## config.mk

```make
export PLATFORM = sky130hd
export DESIGN_NAME = strided_dma_beat_generator_top
export DESIGN_NICKNAME = d
export VERILOG_FILES = /design/src/sdbg_pkg.sv /design/src/sdbg_front.sv /design/src/sdbg_queue.sv /design/src/sdbg_back.sv /design/src/strided_dma_beat_generator_top.sv
export VERILOG_INCLUDE_DIRS = /design/src /design/src/src
export SDC_FILE = /design/constraint.sdc
export NUM_CORES = 1
export LEC_CHECK = 0
export BUFFER_PORTS_ARGS = -buffer_cell sky130_fd_sc_hd__buf_2
export CORE_MARGIN = 5
export CORE_UTILIZATION = 53
export CTS_CLUSTER_SIZE = 14
export DETAILED_ROUTE_END_ITERATION = 12
export PLACE_DENSITY = 0.83
export SKIP_CTS_REPAIR_TIMING = 1
export SLEW_MARGIN = 20
export SYNTH_ARGS = -nofsm -noshare
export SYNTH_HDL_FRONTEND = slang
export SYNTH_SLANG_ARGS = --single-unit
```

## constraint.sdc

```tcl
create_clock -name clk -period 4.8 [get_ports clk]
set_clock_uncertainty 0.1 [all_clocks]
set_input_delay 0.48 -clock clk [delete_from_list [all_inputs] [get_ports clk]]
set_output_delay 0.48 -clock clk [all_outputs]
set_load 0.01 [all_outputs]
```

## src/strided_dma_beat_generator_top_macros.svh

```systemverilog
// assertion macros shared by the strided dma beat generator modules
`ifndef STRIDED_DMA_BEAT_GENERATOR_TOP_MACROS_SVH
`define STRIDED_DMA_BEAT_GENERATOR_TOP_MACROS_SVH

`ifndef SYNTHESIS

// check that a property holds on every clock outside reset
`define SDBG_ASSERT(name, c, r, prop) \
  name: assert property (@(posedge c) disable iff (r) (prop)) \
    else $error("sdbg assertion failed");

// check that a condition implies a consequence in the same cycle
`define SDBG_ASSERT_IMPLY(name, c, r, ante, cons) \
  name: assert property (@(posedge c) disable iff (r) (ante) |-> (cons)) \
    else $error("sdbg implication failed");

// check that a condition implies a consequence in the next cycle
`define SDBG_ASSERT_NEXT(name, c, r, ante, cons) \
  name: assert property (@(posedge c) disable iff (r) (ante) |=> (cons)) \
    else $error("sdbg next-cycle implication failed");

`else

`define SDBG_ASSERT(name, c, r, prop)
`define SDBG_ASSERT_IMPLY(name, c, r, ante, cons)
`define SDBG_ASSERT_NEXT(name, c, r, ante, cons)

`endif

`endif

```

## src/sdbg_pkg.sv

```systemverilog
// types and constants of the strided dma beat generator
`default_nettype none

package sdbg_pkg;

  // local memory bank size and beat size in bytes
  localparam int unsigned BANK_BYTES = 4096;
  localparam int unsigned BEAT_BYTES = 8;

  // local address layout
  localparam logic [12:0] LOCAL_BANK_BIT   = 13'(BANK_BYTES);
  localparam logic [12:0] LOCAL_OFF_MASK   = 13'(BANK_BYTES - 1);
  localparam logic [12:0] LOCAL_ALIGN_MASK = 13'((2 * BANK_BYTES - 1) & 32'h1FF8);

  // length readback pattern after a finished transfer
  localparam logic [23:0] LEN_DONE_LOW = 24'h000FF8;

  // input opcodes
  localparam logic [2:0] OP_TICK       = 3'd0;
  localparam logic [2:0] OP_SET_LOCAL  = 3'd1;
  localparam logic [2:0] OP_SET_MAIN   = 3'd2;
  localparam logic [2:0] OP_START_LOC  = 3'd3;
  localparam logic [2:0] OP_START_MAIN = 3'd4;

  // command kinds passed from front to back
  localparam logic [2:0] CMD_NOP       = 3'd0;
  localparam logic [2:0] CMD_TICK      = 3'd1;
  localparam logic [2:0] CMD_SET_LOCAL = 3'd2;
  localparam logic [2:0] CMD_SET_MAIN  = 3'd3;
  localparam logic [2:0] CMD_START     = 3'd4;

  // decoded command
  typedef struct packed {
    logic [2:0]  kind;
    logic        to_main;
    logic [31:0] word;
    logic [12:0] local_addr;
    logic [28:0] main_addr;
    logic [9:0]  beats_per_row;
    logic [7:0]  rows;
    logic [11:0] skip;
  } cmd_t;

endpackage

`default_nettype wire

```

## src/sdbg_front.sv

```systemverilog
// front end: accepts items and decodes them into commands
`default_nettype none

module sdbg_front (
  input  wire logic         s_axis_tvalid,
  output logic              s_axis_tready,
  input  wire logic [31:0]  s_axis_tdata,   // write_data
  input  wire logic [2:0]   s_axis_tuser,   // opcode
  input  wire logic         q_full,
  output logic              q_push,
  output sdbg_pkg::cmd_t    q_cmd
);
  import sdbg_pkg::*;

  // accept while the queue has room
  assign s_axis_tready = !q_full;
  assign q_push        = s_axis_tvalid && !q_full;

  // classify the opcode and pre-extract the register fields
  always_comb begin
    q_cmd               = '0;
    q_cmd.word          = s_axis_tdata;
    q_cmd.local_addr    = s_axis_tdata[12:0] & LOCAL_ALIGN_MASK;
    q_cmd.main_addr     = {s_axis_tdata[28:3], 3'b000};
    q_cmd.beats_per_row = 10'(s_axis_tdata[11:3]) + 10'd1;
    q_cmd.rows          = s_axis_tdata[19:12];
    q_cmd.skip          = {s_axis_tdata[31:23], 3'b000};
    q_cmd.to_main       = (s_axis_tuser == OP_START_MAIN);
    case (s_axis_tuser)
      OP_TICK:       q_cmd.kind = CMD_TICK;
      OP_SET_LOCAL:  q_cmd.kind = CMD_SET_LOCAL;
      OP_SET_MAIN:   q_cmd.kind = CMD_SET_MAIN;
      OP_START_LOC:  q_cmd.kind = CMD_START;
      OP_START_MAIN: q_cmd.kind = CMD_START;
      default:       q_cmd.kind = CMD_NOP;
    endcase
  end

endmodule

`default_nettype wire

```

## src/sdbg_queue.sv

```systemverilog
// command queue between front and back
`default_nettype none

`include "strided_dma_beat_generator_top_macros.svh"

module sdbg_queue #(
  parameter int unsigned DEPTH = 2
) (
  input  wire logic       clk,
  input  wire logic       rst,
  input  wire logic       push,
  input  sdbg_pkg::cmd_t  push_cmd,
  output logic            full,
  input  wire logic       pop,
  output logic            not_empty,
  output sdbg_pkg::cmd_t  head_cmd
);
  import sdbg_pkg::*;

  localparam int unsigned PtrW = (DEPTH > 1) ? $clog2(DEPTH) : 1;
  localparam int unsigned CntW = $clog2(DEPTH + 1);

  cmd_t            mem [DEPTH];
  logic [PtrW-1:0] wr_ptr;
  logic [PtrW-1:0] rd_ptr;
  logic [CntW-1:0] count;

  assign full      = (count == CntW'(DEPTH));
  assign not_empty = (count != '0);
  assign head_cmd  = mem[rd_ptr];

  // storage write
  always_ff @(posedge clk) begin
    if (push) begin
      mem[wr_ptr] <= push_cmd;
    end
  end

  // pointers and fill count
  always_ff @(posedge clk) begin
    if (rst) begin
      wr_ptr <= '0;
      rd_ptr <= '0;
      count  <= '0;
    end else begin
      if (push) begin
        wr_ptr <= (wr_ptr == PtrW'(DEPTH - 1)) ? '0 : wr_ptr + 1'b1;
      end
      if (pop) begin
        rd_ptr <= (rd_ptr == PtrW'(DEPTH - 1)) ? '0 : rd_ptr + 1'b1;
      end
      if (push && !pop) begin
        count <= count + 1'b1;
      end else if (pop && !push) begin
        count <= count - 1'b1;
      end
    end
  end

  `SDBG_ASSERT(a_count_bound, clk, rst, count <= CntW'(DEPTH))
  `SDBG_ASSERT(a_no_push_full, clk, rst, !(push && full))
  `SDBG_ASSERT(a_no_pop_empty, clk, rst, !(pop && !not_empty))

endmodule

`default_nettype wire

```

## src/sdbg_back.sv

```systemverilog
// back end: transfer state, beat address generation and result register
`default_nettype none

`include "strided_dma_beat_generator_top_macros.svh"

module sdbg_back (
  input  wire logic          clk,
  input  wire logic          rst,
  input  wire logic          cfg_wr_en,
  input  wire logic [23:0]   cfg_wr_data,
  input  wire logic          q_not_empty,
  input  sdbg_pkg::cmd_t     q_cmd,
  output logic               q_pop,
  output logic               m_axis_tvalid,
  input  wire logic          m_axis_tready,
  // beat_local_addr, beat_main_addr, busy_res, range_error, local_addr_readback,
  // main_addr_readback, length_readback, 2 zero bits
  output logic [119:0]       m_axis_tdata,
  output logic [1:0]         m_axis_tuser,  // beat_valid, beat_to_main
  output logic               m_axis_tlast   // beat_last
);
  import sdbg_pkg::*;

  // configuration and transfer state
  logic [23:0] main_memory_bytes;
  logic [12:0] pending_local_addr, pending_local_addr_next;
  logic [28:0] pending_main_addr, pending_main_addr_next;
  logic [12:0] cur_local_addr, cur_local_addr_next;
  logic [28:0] cur_main_addr, cur_main_addr_next;
  logic [31:0] length_word, length_word_next;
  logic [9:0]  beats_per_row, beats_per_row_next;
  logic [9:0]  beats_left_in_row, beats_left_in_row_next;
  logic [7:0]  rows_left, rows_left_next;
  logic [11:0] row_skip, row_skip_next;
  logic        active, active_next;
  logic        to_main, to_main_next;

  // per-item result values
  logic        bv, bdir, blast, rerr;
  logic [12:0] bloc;
  logic [28:0] bmain;
  logic [9:0]  left_dec;
  logic [12:0] local_step;
  logic [28:0] main_step;

  // executor takes a command whenever the result register is free
  assign q_pop = q_not_empty && (!m_axis_tvalid || m_axis_tready);

  assign left_dec   = beats_left_in_row - 10'd1;
  assign local_step = (cur_local_addr & LOCAL_BANK_BIT)
                    | (((cur_local_addr & LOCAL_OFF_MASK) + 13'(BEAT_BYTES))
                       & LOCAL_OFF_MASK);
  assign main_step  = cur_main_addr + 29'(BEAT_BYTES);

  // next state and result for the command at the queue head
  always_comb begin
    pending_local_addr_next = pending_local_addr;
    pending_main_addr_next  = pending_main_addr;
    cur_local_addr_next     = cur_local_addr;
    cur_main_addr_next      = cur_main_addr;
    length_word_next        = length_word;
    beats_per_row_next      = beats_per_row;
    beats_left_in_row_next  = beats_left_in_row;
    rows_left_next          = rows_left;
    row_skip_next           = row_skip;
    active_next             = active;
    to_main_next            = to_main;
    bv    = 1'b0;
    bdir  = 1'b0;
    bloc  = '0;
    bmain = '0;
    blast = 1'b0;
    rerr  = 1'b0;
    case (q_cmd.kind)
      CMD_SET_LOCAL: begin
        pending_local_addr_next = q_cmd.local_addr;
      end
      CMD_SET_MAIN: begin
        pending_main_addr_next = q_cmd.main_addr;
      end
      CMD_START: begin
        if (!active) begin
          length_word_next = q_cmd.word;
          if (pending_main_addr > {5'b0, main_memory_bytes}) begin
            rerr = 1'b1;
          end else begin
            cur_local_addr_next    = pending_local_addr;
            cur_main_addr_next     = pending_main_addr;
            beats_per_row_next     = q_cmd.beats_per_row;
            beats_left_in_row_next = q_cmd.beats_per_row;
            rows_left_next         = q_cmd.rows;
            row_skip_next          = q_cmd.skip;
            to_main_next           = q_cmd.to_main;
            active_next            = 1'b1;
          end
        end
      end
      CMD_TICK: begin
        if (active) begin
          bv    = 1'b1;
          bdir  = to_main;
          bloc  = cur_local_addr;
          bmain = cur_main_addr;
          cur_local_addr_next    = local_step;
          cur_main_addr_next     = main_step;
          beats_left_in_row_next = left_dec;
          if (left_dec == '0) begin
            if (rows_left != '0) begin
              rows_left_next         = rows_left - 8'd1;
              beats_left_in_row_next = beats_per_row;
              cur_main_addr_next     = main_step + 29'(row_skip);
            end else begin
              blast            = 1'b1;
              active_next      = 1'b0;
              length_word_next = {length_word[31:24], LEN_DONE_LOW};
            end
          end
        end
      end
      default: begin
      end
    endcase
  end

  // configuration register
  always_ff @(posedge clk) begin
    if (rst) begin
      main_memory_bytes <= 24'd8388608;
    end else if (cfg_wr_en) begin
      main_memory_bytes <= cfg_wr_data;
    end
  end

  // transfer state update
  always_ff @(posedge clk) begin
    if (rst) begin
      pending_local_addr <= '0;
      pending_main_addr  <= '0;
      cur_local_addr     <= '0;
      cur_main_addr      <= '0;
      length_word        <= '0;
      beats_per_row      <= '0;
      beats_left_in_row  <= '0;
      rows_left          <= '0;
      row_skip           <= '0;
      active             <= 1'b0;
      to_main            <= 1'b0;
    end else if (q_pop) begin
      pending_local_addr <= pending_local_addr_next;
      pending_main_addr  <= pending_main_addr_next;
      cur_local_addr     <= cur_local_addr_next;
      cur_main_addr      <= cur_main_addr_next;
      length_word        <= length_word_next;
      beats_per_row      <= beats_per_row_next;
      beats_left_in_row  <= beats_left_in_row_next;
      rows_left          <= rows_left_next;
      row_skip           <= row_skip_next;
      active             <= active_next;
      to_main            <= to_main_next;
    end
  end

  // result register valid
  always_ff @(posedge clk) begin
    if (rst) begin
      m_axis_tvalid <= 1'b0;
    end else if (q_pop) begin
      m_axis_tvalid <= 1'b1;
    end else if (m_axis_tready) begin
      m_axis_tvalid <= 1'b0;
    end
  end

  // result register payload
  always_ff @(posedge clk) begin
    if (q_pop) begin
      m_axis_tdata <= {2'b00, length_word_next, cur_main_addr_next, cur_local_addr_next,
                       rerr, active_next, bmain, bloc};
      m_axis_tuser <= {bdir, bv};
      m_axis_tlast <= blast;
    end
  end

  `SDBG_ASSERT_NEXT(a_pop_gives_result, clk, rst, q_pop, m_axis_tvalid)
  `SDBG_ASSERT_IMPLY(a_active_row_left, clk, rst, active,
                     beats_left_in_row != '0 && beats_per_row != '0)
  `SDBG_ASSERT_IMPLY(a_end_marks_last, clk, rst, !$past(rst) && $fell(active),
                     m_axis_tvalid && m_axis_tlast && m_axis_tuser[0])
  `SDBG_ASSERT_IMPLY(a_refusal_no_beat, clk, rst, m_axis_tvalid && m_axis_tdata[43],
                     !m_axis_tuser[0] && !m_axis_tlast)

endmodule

`default_nettype wire

```

## src/strided_dma_beat_generator_top.sv

```systemverilog
// Strided two-dimensional DMA beat generator. Each input item (opcode in tuser,
// register word in tdata) gives exactly one result item: address writes load
// the pending local and main addresses, start opcodes while idle launch a
// transfer of count+1 rows of length/8+1 beats, and each tick during a transfer
// issues one 8-byte beat address pair; each result carries busy, refusal flag
// and register readbacks. The block takes one item per clock while the output
// is not stalled: items are decoded into a command queue of QUEUE_DEPTH entries,
// and the executor retires one command per cycle into a result register, so an
// item's result is registered in the queue and then in the result register
// before it reaches the output. The executor's state update sets that rate; a
// stalled output backs up through the queue to s_axis_tready.
`default_nettype none

module strided_dma_beat_generator_top #(
  parameter int unsigned QUEUE_DEPTH = 2
) (
  input  wire logic          clk,
  input  wire logic          rst,
  input  wire logic          cfg_wr_en,
  input  wire logic [23:0]   cfg_wr_data,   // main_memory_bytes
  input  wire logic          s_axis_tvalid,
  output logic               s_axis_tready,
  input  wire logic [31:0]   s_axis_tdata,  // write_data
  input  wire logic [2:0]    s_axis_tuser,  // opcode
  output logic               m_axis_tvalid,
  input  wire logic          m_axis_tready,
  // beat_local_addr, beat_main_addr, busy_res, range_error, local_addr_readback,
  // main_addr_readback, length_readback, 2 zero bits
  output logic [119:0]       m_axis_tdata,
  output logic [1:0]         m_axis_tuser,  // beat_valid, beat_to_main
  output logic               m_axis_tlast   // beat_last
);
  import sdbg_pkg::*;

  logic q_push, q_full, q_pop, q_not_empty;
  cmd_t push_cmd, head_cmd;

  // decode
  sdbg_front u_front (
    .s_axis_tvalid (s_axis_tvalid),
    .s_axis_tready (s_axis_tready),
    .s_axis_tdata  (s_axis_tdata),
    .s_axis_tuser  (s_axis_tuser),
    .q_full        (q_full),
    .q_push        (q_push),
    .q_cmd         (push_cmd)
  );

  // command queue
  sdbg_queue #(
    .DEPTH (QUEUE_DEPTH)
  ) u_queue (
    .clk       (clk),
    .rst       (rst),
    .push      (q_push),
    .push_cmd  (push_cmd),
    .full      (q_full),
    .pop       (q_pop),
    .not_empty (q_not_empty),
    .head_cmd  (head_cmd)
  );

  // execute
  sdbg_back u_back (
    .clk           (clk),
    .rst           (rst),
    .cfg_wr_en     (cfg_wr_en),
    .cfg_wr_data   (cfg_wr_data),
    .q_not_empty   (q_not_empty),
    .q_cmd         (head_cmd),
    .q_pop         (q_pop),
    .m_axis_tvalid (m_axis_tvalid),
    .m_axis_tready (m_axis_tready),
    .m_axis_tdata  (m_axis_tdata),
    .m_axis_tuser  (m_axis_tuser),
    .m_axis_tlast  (m_axis_tlast)
  );

endmodule

`default_nettype wire

```

Yosys cells after proc, flatten, opt, wreduce, memory -nomap -nowiden
Memories as Yosys holds them, arrays and structs flattened. A register that Yosys moved wholly into a read port is not among the register bits.
Index checks and enable logic that the tools add are counted.
{"block": "op_classes", "add_sub_neg": 10, "n_lt_le_gt_ge": 1, "eq_ne": 14, "muxes": 47, "n_bitwise": 4, "n_reduce_logical": 25}
{"operator": "29-bit 2-to-1 mux", "count": 5}
{"operator": "24-bit 2-to-1 mux", "count": 3}
{"operator": "32-bit case mux with 2 select lines", "count": 1}
{"operator": "29-bit case mux with 2 select lines", "count": 1}
{"operator": "10-bit 2-to-1 mux", "count": 5}
{"operator": "8-bit 2-to-1 mux", "count": 5}
{"operator": "13-bit 2-to-1 mux", "count": 3}
{"operator": "32-bit 2-to-1 mux", "count": 1}
{"operator": "29-bit by 12-bit adder with 29-bit output", "count": 1}
{"operator": "29-bit by 4-bit adder with 29-bit output, second input constant", "count": 1}
{"operator": "29-bit by 24-bit > comparator with 1-bit output", "count": 1}
{"operator": "13-bit case mux with 2 select lines", "count": 1}
{"operator": "10-bit case mux with 2 select lines", "count": 1}
{"operator": "1-bit 2-to-1 mux", "count": 16}
{"operator": "8-bit case mux with 2 select lines", "count": 1}
{"operator": "13-bit by 12-bit OR with 13-bit output", "count": 1}
{"operator": "12-bit by 4-bit adder with 12-bit output, second input constant", "count": 1}
{"operator": "3-bit by 2-bit equality test with 1-bit output, second input constant", "count": 4}
{"operator": "3-bit case mux with 4 select lines", "count": 1}
{"operator": "9-bit by 1-bit adder with 10-bit output, second input constant", "count": 1}
{"operator": "10-bit zero test", "count": 1}
{"operator": "10-bit by 1-bit subtractor with 10-bit output, second input constant", "count": 1}
{"operator": "2-bit nonzero test", "count": 4}
{"operator": "8-bit nonzero test", "count": 1}
{"operator": "22 further kinds", "count": 40}
{"block": "word_totals", "ff_bits": 308, "ram_bits": 198, "input_bits": 64, "out_inout_bits": 125, "word_cells": 124, "mem_count": 1}
{"name": "u_queue.mem", "depth": 2, "width": 99, "rd": 1, "rd_clocked_by_memory_dff": 1, "wr": 1, "line_no": "sdbg_queue.sv:23", "rtl": "cmd_t mem [DEPTH];"}

Depth between registers and ports, before layout
Gate-level depths: netlist of the first run.
{"block": "depth", "word_depth": 7, "ltp_mapped": 14, "depth_no_buf": 13}

Hierarchy
Synthesis of the first run repeated with hierarchy kept, for this count alone.
{"block": "hier_totals", "hier_cells": 2144, "hier_area_um2": 23751.5}
{"module": "sdbg_back", "instances": 1, "cells_per_inst": 1663, "area_each_um2": 14786.7, "seq_area_each_um2": 7297.0}
{"module": "sdbg_queue", "instances": 1, "cells_per_inst": 358, "area_each_um2": 8070.2, "seq_area_each_um2": 6586.3}
{"module": "sdbg_front", "instances": 1, "cells_per_inst": 123, "area_each_um2": 894.6, "seq_area_each_um2": 0.0}

Worst setup path before layout of the first run
Ideal clock, no wire load.
{"block": "synth_path", "path_kind": "input to register", "start": "input m_axis_tready", "end": "register u_back.m_axis_tdata[0] (enable)", "setup_ps": 532, "arrival_ps": 4550, "t_required_ps": 4168, "slack_ps": -382, "stages": 5, "path_buffers": 2, "path_cell_list": "nand2b_1 -> o21ai_0 -> inv_2 -> clkbuf_1 -> clkbuf_1"}
{"block": "synth_via", "elab_chain_cells": 2}
{"item": "start: declaration", "line_no": "strided_dma_beat_generator_top.sv:26", "rtl": "input wire logic m_axis_tready,"}
{"item": "1-bit logical OR", "line_no": "sdbg_back.sv:47", "rtl": "assign q_pop = q_not_empty && (!m_axis_tvalid || m_axis_tready);"}
{"item": "1-bit logical AND", "line_no": "sdbg_back.sv:47"}
{"item": "net q_pop", "line_no": "strided_dma_beat_generator_top.sv:35", "rtl": "logic q_push, q_full, q_pop, q_not_empty;"}
{"item": "end signal: assignment", "line_no": "sdbg_back.sv:177", "rtl": "m_axis_tdata <= {2'b00, length_word_next, cur_main_addr_next, cur_local_addr_next,"}
{"item": "end: declaration", "line_no": "sdbg_back.sv:18", "rtl": "output logic [119:0] m_axis_tdata,"}
The timed path passes the listed nets, and every way through them passes these cells.
A chain may end at the register's enable or synchronous reset.

Final worst setup path of the first run
{"block": "layout_path", "start": "register u_back.cur_main_addr[4]", "end": "register u_back.m_axis_tdata[85] (data pin)"}
{"block": "layout_via", "elab_chain_cells": 6}
{"item": "start: declaration", "line_no": "sdbg_back.sv:29", "rtl": "logic [28:0] cur_main_addr, cur_main_addr_next;"}
{"item": "start signal: assignment", "line_no": "sdbg_back.sv:152", "rtl": "cur_main_addr <= cur_main_addr_next;"}
{"item": "29-bit by 4-bit adder with 29-bit output (*)", "line_no": "sdbg_back.sv:53", "rtl": "assign main_step = cur_main_addr + 29'(BEAT_BYTES);"}
{"item": "29-bit by 12-bit adder with 29-bit output", "line_no": "sdbg_back.sv:111", "rtl": "cur_main_addr_next = main_step + 29'(row_skip);"}
{"item": "29-bit 2-to-1 mux", "line_no": "sdbg_back.sv:108", "rtl": "if (rows_left != '0) begin"}
{"item": "29-bit 2-to-1 mux (*)", "line_no": "sdbg_back.sv:107", "rtl": "if (left_dec == '0) begin"}
{"item": "29-bit 2-to-1 mux (*)", "line_no": "sdbg_back.sv:99", "rtl": "if (active) begin"}
{"item": "29-bit case mux with 2 select lines (*)", "line_no": "sdbg_back.sv:74", "rtl": "case (q_cmd.kind)"}
{"item": "net u_back.cur_main_addr_next[28]", "line_no": "sdbg_back.sv:29"}
Mark *: on every way through the listed nets, which the timed path passes. The rest lies on a longest branch.

==> key figures, run 1 <==
Run status
  – Status: completed

Detailed routing
  – Drt drc: 0
  – Detailed Routing Iterations Pass 1: 6
  – Routed wire length: between 40000 and 50000 µm
  – Routed len/inst: between 15 and 20 µm
  – Antenna viol nets, final: 0
  – DR vias/cell: between 5 and 6
  – Vias: between 10000 and 15000
  – Initial drt markers: ~1600

Place
  – Port bufs: 186
  – Post-DP HPWL: ~32000 µm
  – Post-placement worst setup slack: around 0.8 ns
  – Final Wtd Congestion: ~1.0
  – DP Area: 0.0191 mm²

Pwr
  – Leakage: just under 8 nW
  – PwrDens: between 500 and 600 mW/mm²
  – Peak VDD IR: 0.366 mV

Global routing
  – Gr usage total: a little under a quarter
  – Grt ovf: 0
  – Via count of the first global-routing pass: 13208
  – First-pass GRT wire length: ~73000 µm
  – Largest net degree at the start of global routing: 94
  – Initial antenna violation count: 1

Clock tree
  – Skew-Pair Late Insertion Delay: ~0.53 ns
  – Reg clk slew, reported paths: about 0.06 ns
  – Sink Count: a little under 400
  – Maximum clock path buffer count: 3
  – H-tree levels: 2
  – Num CTS Buffers: 41
  – CTS tree: built
  – Root Buffer: clkbuf_16

Worst setup path
  – Setup crit end kind: flop
  – Crit path DAT: 4.30 ns
  – RR Startpoint: u_back.cur_main_addr[4]
  – CP cell instances: ha_1, and3_1, nand3_1, xnor2_1, ha_1, a21oi_1, o211ai_1, a21o_1, o21ai_1, or4_4, o41ai_2, o221a_2, mux2i_1
  – Cell family with most CP delay: compound AO/OA/AOI/OAI gates
  – WP depth: 13
  – Critical path's most frequent cell: ha_1
  – Buffers and inverters on the worst path: 0
  – Crit path launch type: flop
  – CP Max Fanout: 9
  – Worst Setup EP: u_back.m_axis_tdata[85]
  – Worst r2r path cells: 13
  – Reg2reg end: u_back.m_axis_tdata[85]
  – CP max stage cell: or4_4
  – Worst setup path start: u_back.cur_main_addr[4]
  – R2R setup slack: between 0.6 and 0.7 ns
  – Worst path max stage delay: about 0.64 ns
  – CP required: around 5.0 ns
  – Crit Path Category: flop to flop

Floorplan
  – Core ar.: between 0.03 and 0.04 mm²
  – Initial Util: 53.4%
  – Die H: around 190 µm
  – Die X: 193 µm
  – I/O Pins: 189
  – DIE AREA: between 0.03 and 0.04 mm²
  – Core Rows: 67

Synthesis
  – Avg Inst Size Synth: approximately 10 µm²
  – Top_reg_cell synth: edfxtp_1
  – Yosys warning count: 0
  – Flops & latches, synth: about 390
  – Count of cell types in the netlist: 82
  – Cell count after synthesis: approximately 1700
  – Area of the mapped netlist: between 0.015 and 0.02 mm²
  – Post-synth EDFFs: between 200 and 250
  – Register area share after synthesis: between 50% and 60%
  – Ys async rst share: 0%

Run
  – Max-cap violations: 0

Finish
  – Fillers: between 2000 and 3000
  – Multi-input gate area: 0.00724 mm²
  – Final Net Count: just under 2000
  – Design Area, Final: approximately 0.020 mm²
  – Antenna Cells: 0
  – Register area: roughly 0.010 mm²
  – P&R area growth vs syn: 14.5%
  – Share of layout cells above drive strength 1: 16.3%

Timing
  – Max_slew headroom: 27.1%
  – Setup TNS: 0 ns
  – Highest Clock Rate: 0.242 GHz
  – Final period util: 86.2%
  – Setup-failing EPs final: 0
  – Fin worst setup slack: 0.665 ns
  – WHS: approximately 0.035 ns
  – Final Critical Period: approximately 4.1 ns
  – Worst-Margin Slew: about 1.1 ns
  – Fin. Hold Viols: 0
  – Final Slew Violations: 0
  – RSZ-0062 raised after global routing: no

Worst hold path
  – Hold WC Path Type: primary input to flop
[cell type report]
class	count	share of cell area (%)
flip-flops and latches	392	48.9
multi-input cells	1146	35.5
clock buffers	61	5.75
repair buffers	212	5.53
well taps	448	2.75
inverters	62	1.17
clock inverters	14	0.417
[kinds of logic after synthesis]
| kind of cell | after synthesis | synth area share [%] |
|---|---|---|
| AOI/OAI and AO/OA | 397 | 15.2 |
| xor gates and xnor gates | 46 | 2.26 |
| adders and majority gates | 39 | 2.78 |
| buffers and inverters | 168 | 3.68 |
| DFF | 392 | 56.0 |
| muxes | 82 | 4.64 |
| other | 1 | 0.0210 |
| and+or+nand+nor | 580 | 15.5 |
[how the worst min path moves through the flow]
stage	start	to	slack (ns)	cells past startpoint
floorplan	u_back.beats_per_row[3]	u_back.beats_per_row[3]	0.33	2
global placement	u_back.length_word[27]	u_back.length_word[27]	0.34	2
detailed placement	u_back.length_word[29]	u_back.length_word[29]	0.35	2
CTS	s_axis_tdata[28]	u_queue.mem[1][91]	0.02	1
global route	s_axis_tdata[2]	u_queue.mem[0][65]	0.01	1
finish	s_axis_tdata[18]	u_queue.mem[1][81]	0.04	1
[routing by layer]
metal | GRT usage (%) | wire [µm] | vias to the layer above
met4 | 9.31 | 1980 | 2
met2 | 37.9 | 21300 | 657
met1 | 32.2 | 18700 | 6593
met5 | 0 | 13 | -
met3 | 4.44 | 4050 | 116
li1 | - | - | 6547
[placed cells by master (no fill, tap or decap), types with 32 or more instances in the layout]
cell         n
inv_1       60
nand2_1    147
o211ai_1    32
clkbuf_16   42
dfxtp_1    178
edfxtp_1   213
a211oi_1    80
ha_1        38
nor3_1      36
a21oi_1     85
nand3_1     50
buf_2      185
o21ai_0     73
mux2i_1     77
nor2_1     194
and2_1      46
[metrics by stage]
| step | util, % | instances | total power [mW] |
|---|---|---|---|
| 2_1_floorplan | - | 1706 | 7.80 |
| 3_3_place_gp | 57.4 | 2260 | 9.05 |
| 3_5_place_dp | 57.4 | 2260 | 9.20 |
| 4_1_cts | 61.1 | 2335 | 12.2 |
| 5_1_grt | 61.2 | 2335 | 12.8 |
| 6_report | 61.2 | 2335 | 12.1 |
[flip-flops by register name (all words and copies together) (netlist names), 9 cells and up, named ones only]
signal and cells:
u_back.beats_per_row 10, u_back.cur_local_addr 13, u_back.row_skip 9, u_back.m_axis_tdata 118
u_back.main_memory_bytes 24, u_back.pending_main_addr 26, u_back.beats_left_in_row 10, u_back.pending_local_addr 10
u_queue.mem 92, u_back.length_word 32, u_back.cur_main_addr 29
[synth_stat cells, types with 3 or more instances]
library cell  count  share of area (%)
mux2_2            5               0.32
nand4_1          16               0.56
xnor2_1          28                1.4
or3_1            12               0.42
ha_1             38                2.7
mux2i_1          77                4.3
o211ai_1         32                1.3
inv_1            60                1.3
o21ai_1           6               0.17
a32oi_1           8               0.39
buf_1             4              0.084
dfxtp_1         179                 20
and2_1           46                1.6
o2bb2ai_1         4               0.20
and3b_1           3               0.15
and3_1           14               0.49
xor2_1           18               0.88
edfxtp_1        213                 36
o21bai_1          3               0.13
o32ai_1           5               0.25
o21a_1            7               0.29
or3b_1            3               0.15
nor3b_1           5               0.21
a31oi_1          11               0.39
buf_2            13               0.36
nor2_1          196                4.1
nand3_1          50                1.4
nand3b_1          4               0.17
o31ai_1           6               0.25
a221o_1           7               0.39
a21oi_1          85                2.4
o21ai_0          74                2.1
a311oi_1          6               0.29
a211oi_1         80                3.4
o21ba_2           7               0.39
nand2b_1         13               0.46
clkbuf_1         85                1.8
o2111ai_1         3               0.15
a21o_1           10               0.42
o211a_1          12               0.67
nand2_1         147                3.1
o31a_1            3               0.15
and4_1            5               0.25
nor3_1           38                1.1
nor4_1           12               0.42
[power by group]
group          switching (mW)  internal, mW
Clock                    1.26          1.70
Combinational            2.64          1.36
Sequential              0.524          4.67
(Power assumes the default switching activity.)
==> run 2: changes to the inputs <==
--- a/config.mk
+++ b/config.mk
@@ -8,10 +8,10 @@
 export LEC_CHECK = 0
 export BUFFER_PORTS_ARGS = -buffer_cell sky130_fd_sc_hd__buf_2
 export CORE_MARGIN = 5
-export CORE_UTILIZATION = 53
+export CORE_UTILIZATION = 59
 export CTS_CLUSTER_SIZE = 14
 export DETAILED_ROUTE_END_ITERATION = 12
-export PLACE_DENSITY = 0.83
+export PLACE_DENSITY = 0.87
 export SKIP_CTS_REPAIR_TIMING = 1
 export SLEW_MARGIN = 20
 export SYNTH_ARGS = -nofsm -noshare
==> constraint.sdc (replaced) <==
create_clock -name clk -period 4.4 [get_ports clk]
set_clock_uncertainty 0.1 [all_clocks]
set_input_delay 1.1 -clock clk [delete_from_list [all_inputs] [get_ports clk]]
set_output_delay 1.1 -clock clk [all_outputs]
set_load 0.01 [all_outputs]
==> key figures, run 2 (synthesis gave the netlist of run 1 again) <==
Timing
  – Worst-Margin Slew: 0.990 ns
  – Setup-failing EPs final: 0
  – Max_slew headroom: 33.7%
  – Highest Clock Rate: about 0.25 GHz
  – Fin. Hold Viols: 0
  – Final Critical Period: a little under 4 ns
  – Final period util: 90.3%
  – Setup TNS: 0 ns
  – Final Slew Violations: 0
  – Fin worst setup slack: 0.428 ns
  – RSZ-0062 raised after global routing: no

Run status
  – Status: completed

Pwr
  – Leakage: roughly 8 nW
  – Net Sw Frac: 36.0%
  – Peak VDD IR: 0.598 mV
  – Clk network pwr share: between 20% and 30%
  – PwrDens: ~660 mW/mm²
  – Comb power frac: around 32%
  – Seq pwr share: a little over two fifths
  – Switching power: ~5 mW
  – Pwr Total: approximately 14 mW
  – Pint: just under 9 mW

Finish
  – Most common cell after layout, fill and taps aside: edfxtp_1
  – Share of layout cells above drive strength 1: between 10% and 20%
  – Max reg flops: 118
  – P&R area growth vs syn: 14.9%
  – Fillers: ~2100
  – Cell Count, Final, Fillers Out: ~2300
  – Top flop regs: u_back.m_axis_tdata (118), u_queue.mem (92), u_back.length_word (32)
  – Register bank with the most flops: u_back.m_axis_tdata
  – Most frequent cells in the layout: edfxtp_1 (213), nor2_1 (194), buf_2 (185)
  – Core Util, Final: between 60% and 70%
  – Final Net Count: approximately 2000

Place
  – Placed Instances: 2207
  – Post-placement worst setup slack: between 0.5 and 0.6 ns
  – Port bufs: around 190
  – Final Wtd Congestion: between 0.9 and 1
  – Post-DP HPWL: approximately 32000 µm

Global routing
  – Largest net degree at the start of global routing: between 100 and 150
  – Via count of the first global-routing pass: ~14000
  – Gr usage total: 26.8%
  – Initial antenna violation count: 1
  – Grt ovf: 0
  – First-pass GRT wire length: a little over 70000 µm

Floorplan
  – Die H: 184 µm
  – Core Rows: 63
  – Core ar.: 0.0297 mm²
  – Initial Util: 60.0%
  – I/O Pins: between 150 and 200
  – DIE AREA: about 0.034 mm²
  – Die X: ~180 µm

Worst setup path
  – CP required: 4.57 ns
  – Setup crit end kind: flop
  – Cell family with most CP delay: compound AO/OA/AOI/OAI gates
  – CP cell instances: ha_1, and3_1, nand3_1, xnor2_1, ha_1, a21oi_1, o211ai_1, a21o_1, o21ai_1, or4_4, o41ai_2, o221a_2, mux2i_1
  – Crit path launch type: flop
  – CP Max Fanout: 9
  – Crit Path Category: flop to flop
  – Buffers and inverters on the worst path: 0
  – CP max stage cell: or4_4
  – Critical path's most frequent cell: ha_1
  – Worst path max stage delay: around 0.61 ns
  – Crit path DAT: 4.14 ns

Detailed routing
  – Drt drc: 0
  – Routed wire length: 46100 µm
  – DR vias/cell: approximately 6.1
  – Detailed Routing Iterations Pass 1: 6
  – Initial drt markers: about 1400
  – Antenna viol nets, final: 0
  – Routed len/inst: about 20 µm
  – Vias: between 10000 and 15000

Clock tree
  – Reg clk slew, reported paths: roughly 0.070 ns
  – H-tree levels: 2
  – CTS tree: built
  – Root Buffer: clkbuf_16
  – Skew-Pair Late Insertion Delay: ~0.53 ns
  – Num CTS Buffers: 40
  – Maximum clock path buffer count: 3
  – Sink Count: about 390

Worst hold path
  – Hold WC Path Type: flop to flop

Run
  – Max-cap violations: 0
## run 2: cell count changes in the layout (fill, tap and decap cells not counted), sizes merged, moves of 2 or more
cell and change:
inv -2, clkbuf -2, clkinv -3, clkinvlp +2, bufinv +3, buf +5
## run 2: stage by stage
step                hold WS, ns  instance area, µm²
detailed placement        0.350               19100
CTS                       0.360               20500
global placement          0.341               19100
global route              0.377               20500
finish                    0.364               20500
floorplan                 0.332               17800
## run 2: worst register-to-register path, stage by stage (launching register included)
cell,delay [ns]
dfxtp_1,0.48
ha_1,0.34
and3_1,0.33
nand3_1,0.13
xnor2_1,0.17
ha_1,0.39
a21oi_1,0.10
o211ai_1,0.17
a21o_1,0.10
o21ai_1,0.15
or4_4,0.61
o41ai_2,0.30
o221a_2,0.26
mux2i_1,0.07
## run 2: path summary, 6_finish.rpt
| path | startpoint | to | slack, ns | cells past startpoint |
|---|---|---|---|---|
| max reg2reg | u_back.cur_main_addr[4] | u_back.m_axis_tdata[85] | 0.43 | 13 |
| min reg2reg | u_back.length_word[25] | u_back.length_word[25] | 0.36 | 2 |
| max | u_back.cur_main_addr[4] | u_back.m_axis_tdata[85] | 0.43 | 13 |
| min | u_back.length_word[25] | u_back.length_word[25] | 0.36 | 2 |
## run 2: power by group through the flow
stage	Clock, mW	Combinational (mW)	Sequential, mW
6_report	3.43	4.38	5.70
4_1_cts	3.46	4.36	5.69
2_1_floorplan	0	2.70	5.81
3_5_place_dp	0	4.32	5.75
3_3_place_gp	0	4.21	5.70
5_1_grt	3.62	4.80	5.80
## run 2: cell type report
| class | instances | area, µm² | share of cell area, % |
|---|---|---|---|
| flip-flops and latches | 392 | 9980 | 48.7 |
| clock buffers | 59 | 1190 | 5.79 |
| repair buffers | 217 | 1180 | 5.75 |
| well taps | 390 | 488 | 2.38 |
| diodes | 1 | 2.50 | 0.0122 |
| inverters | 62 | 238 | 1.16 |
| clock inverters | 14 | 156 | 0.764 |
| multi-input cells | 1146 | 7250 | 35.4 |
## run 2: routing by layer
metal  wire, µm  track usage [%]  vias to the layer above
met1      18600             35.7                     6598
met4       1830             10.3                        2
met5          7                0                        -
met2      21500             43.3                      612
li1           -                -                     6554
met3       4110             5.72                      128
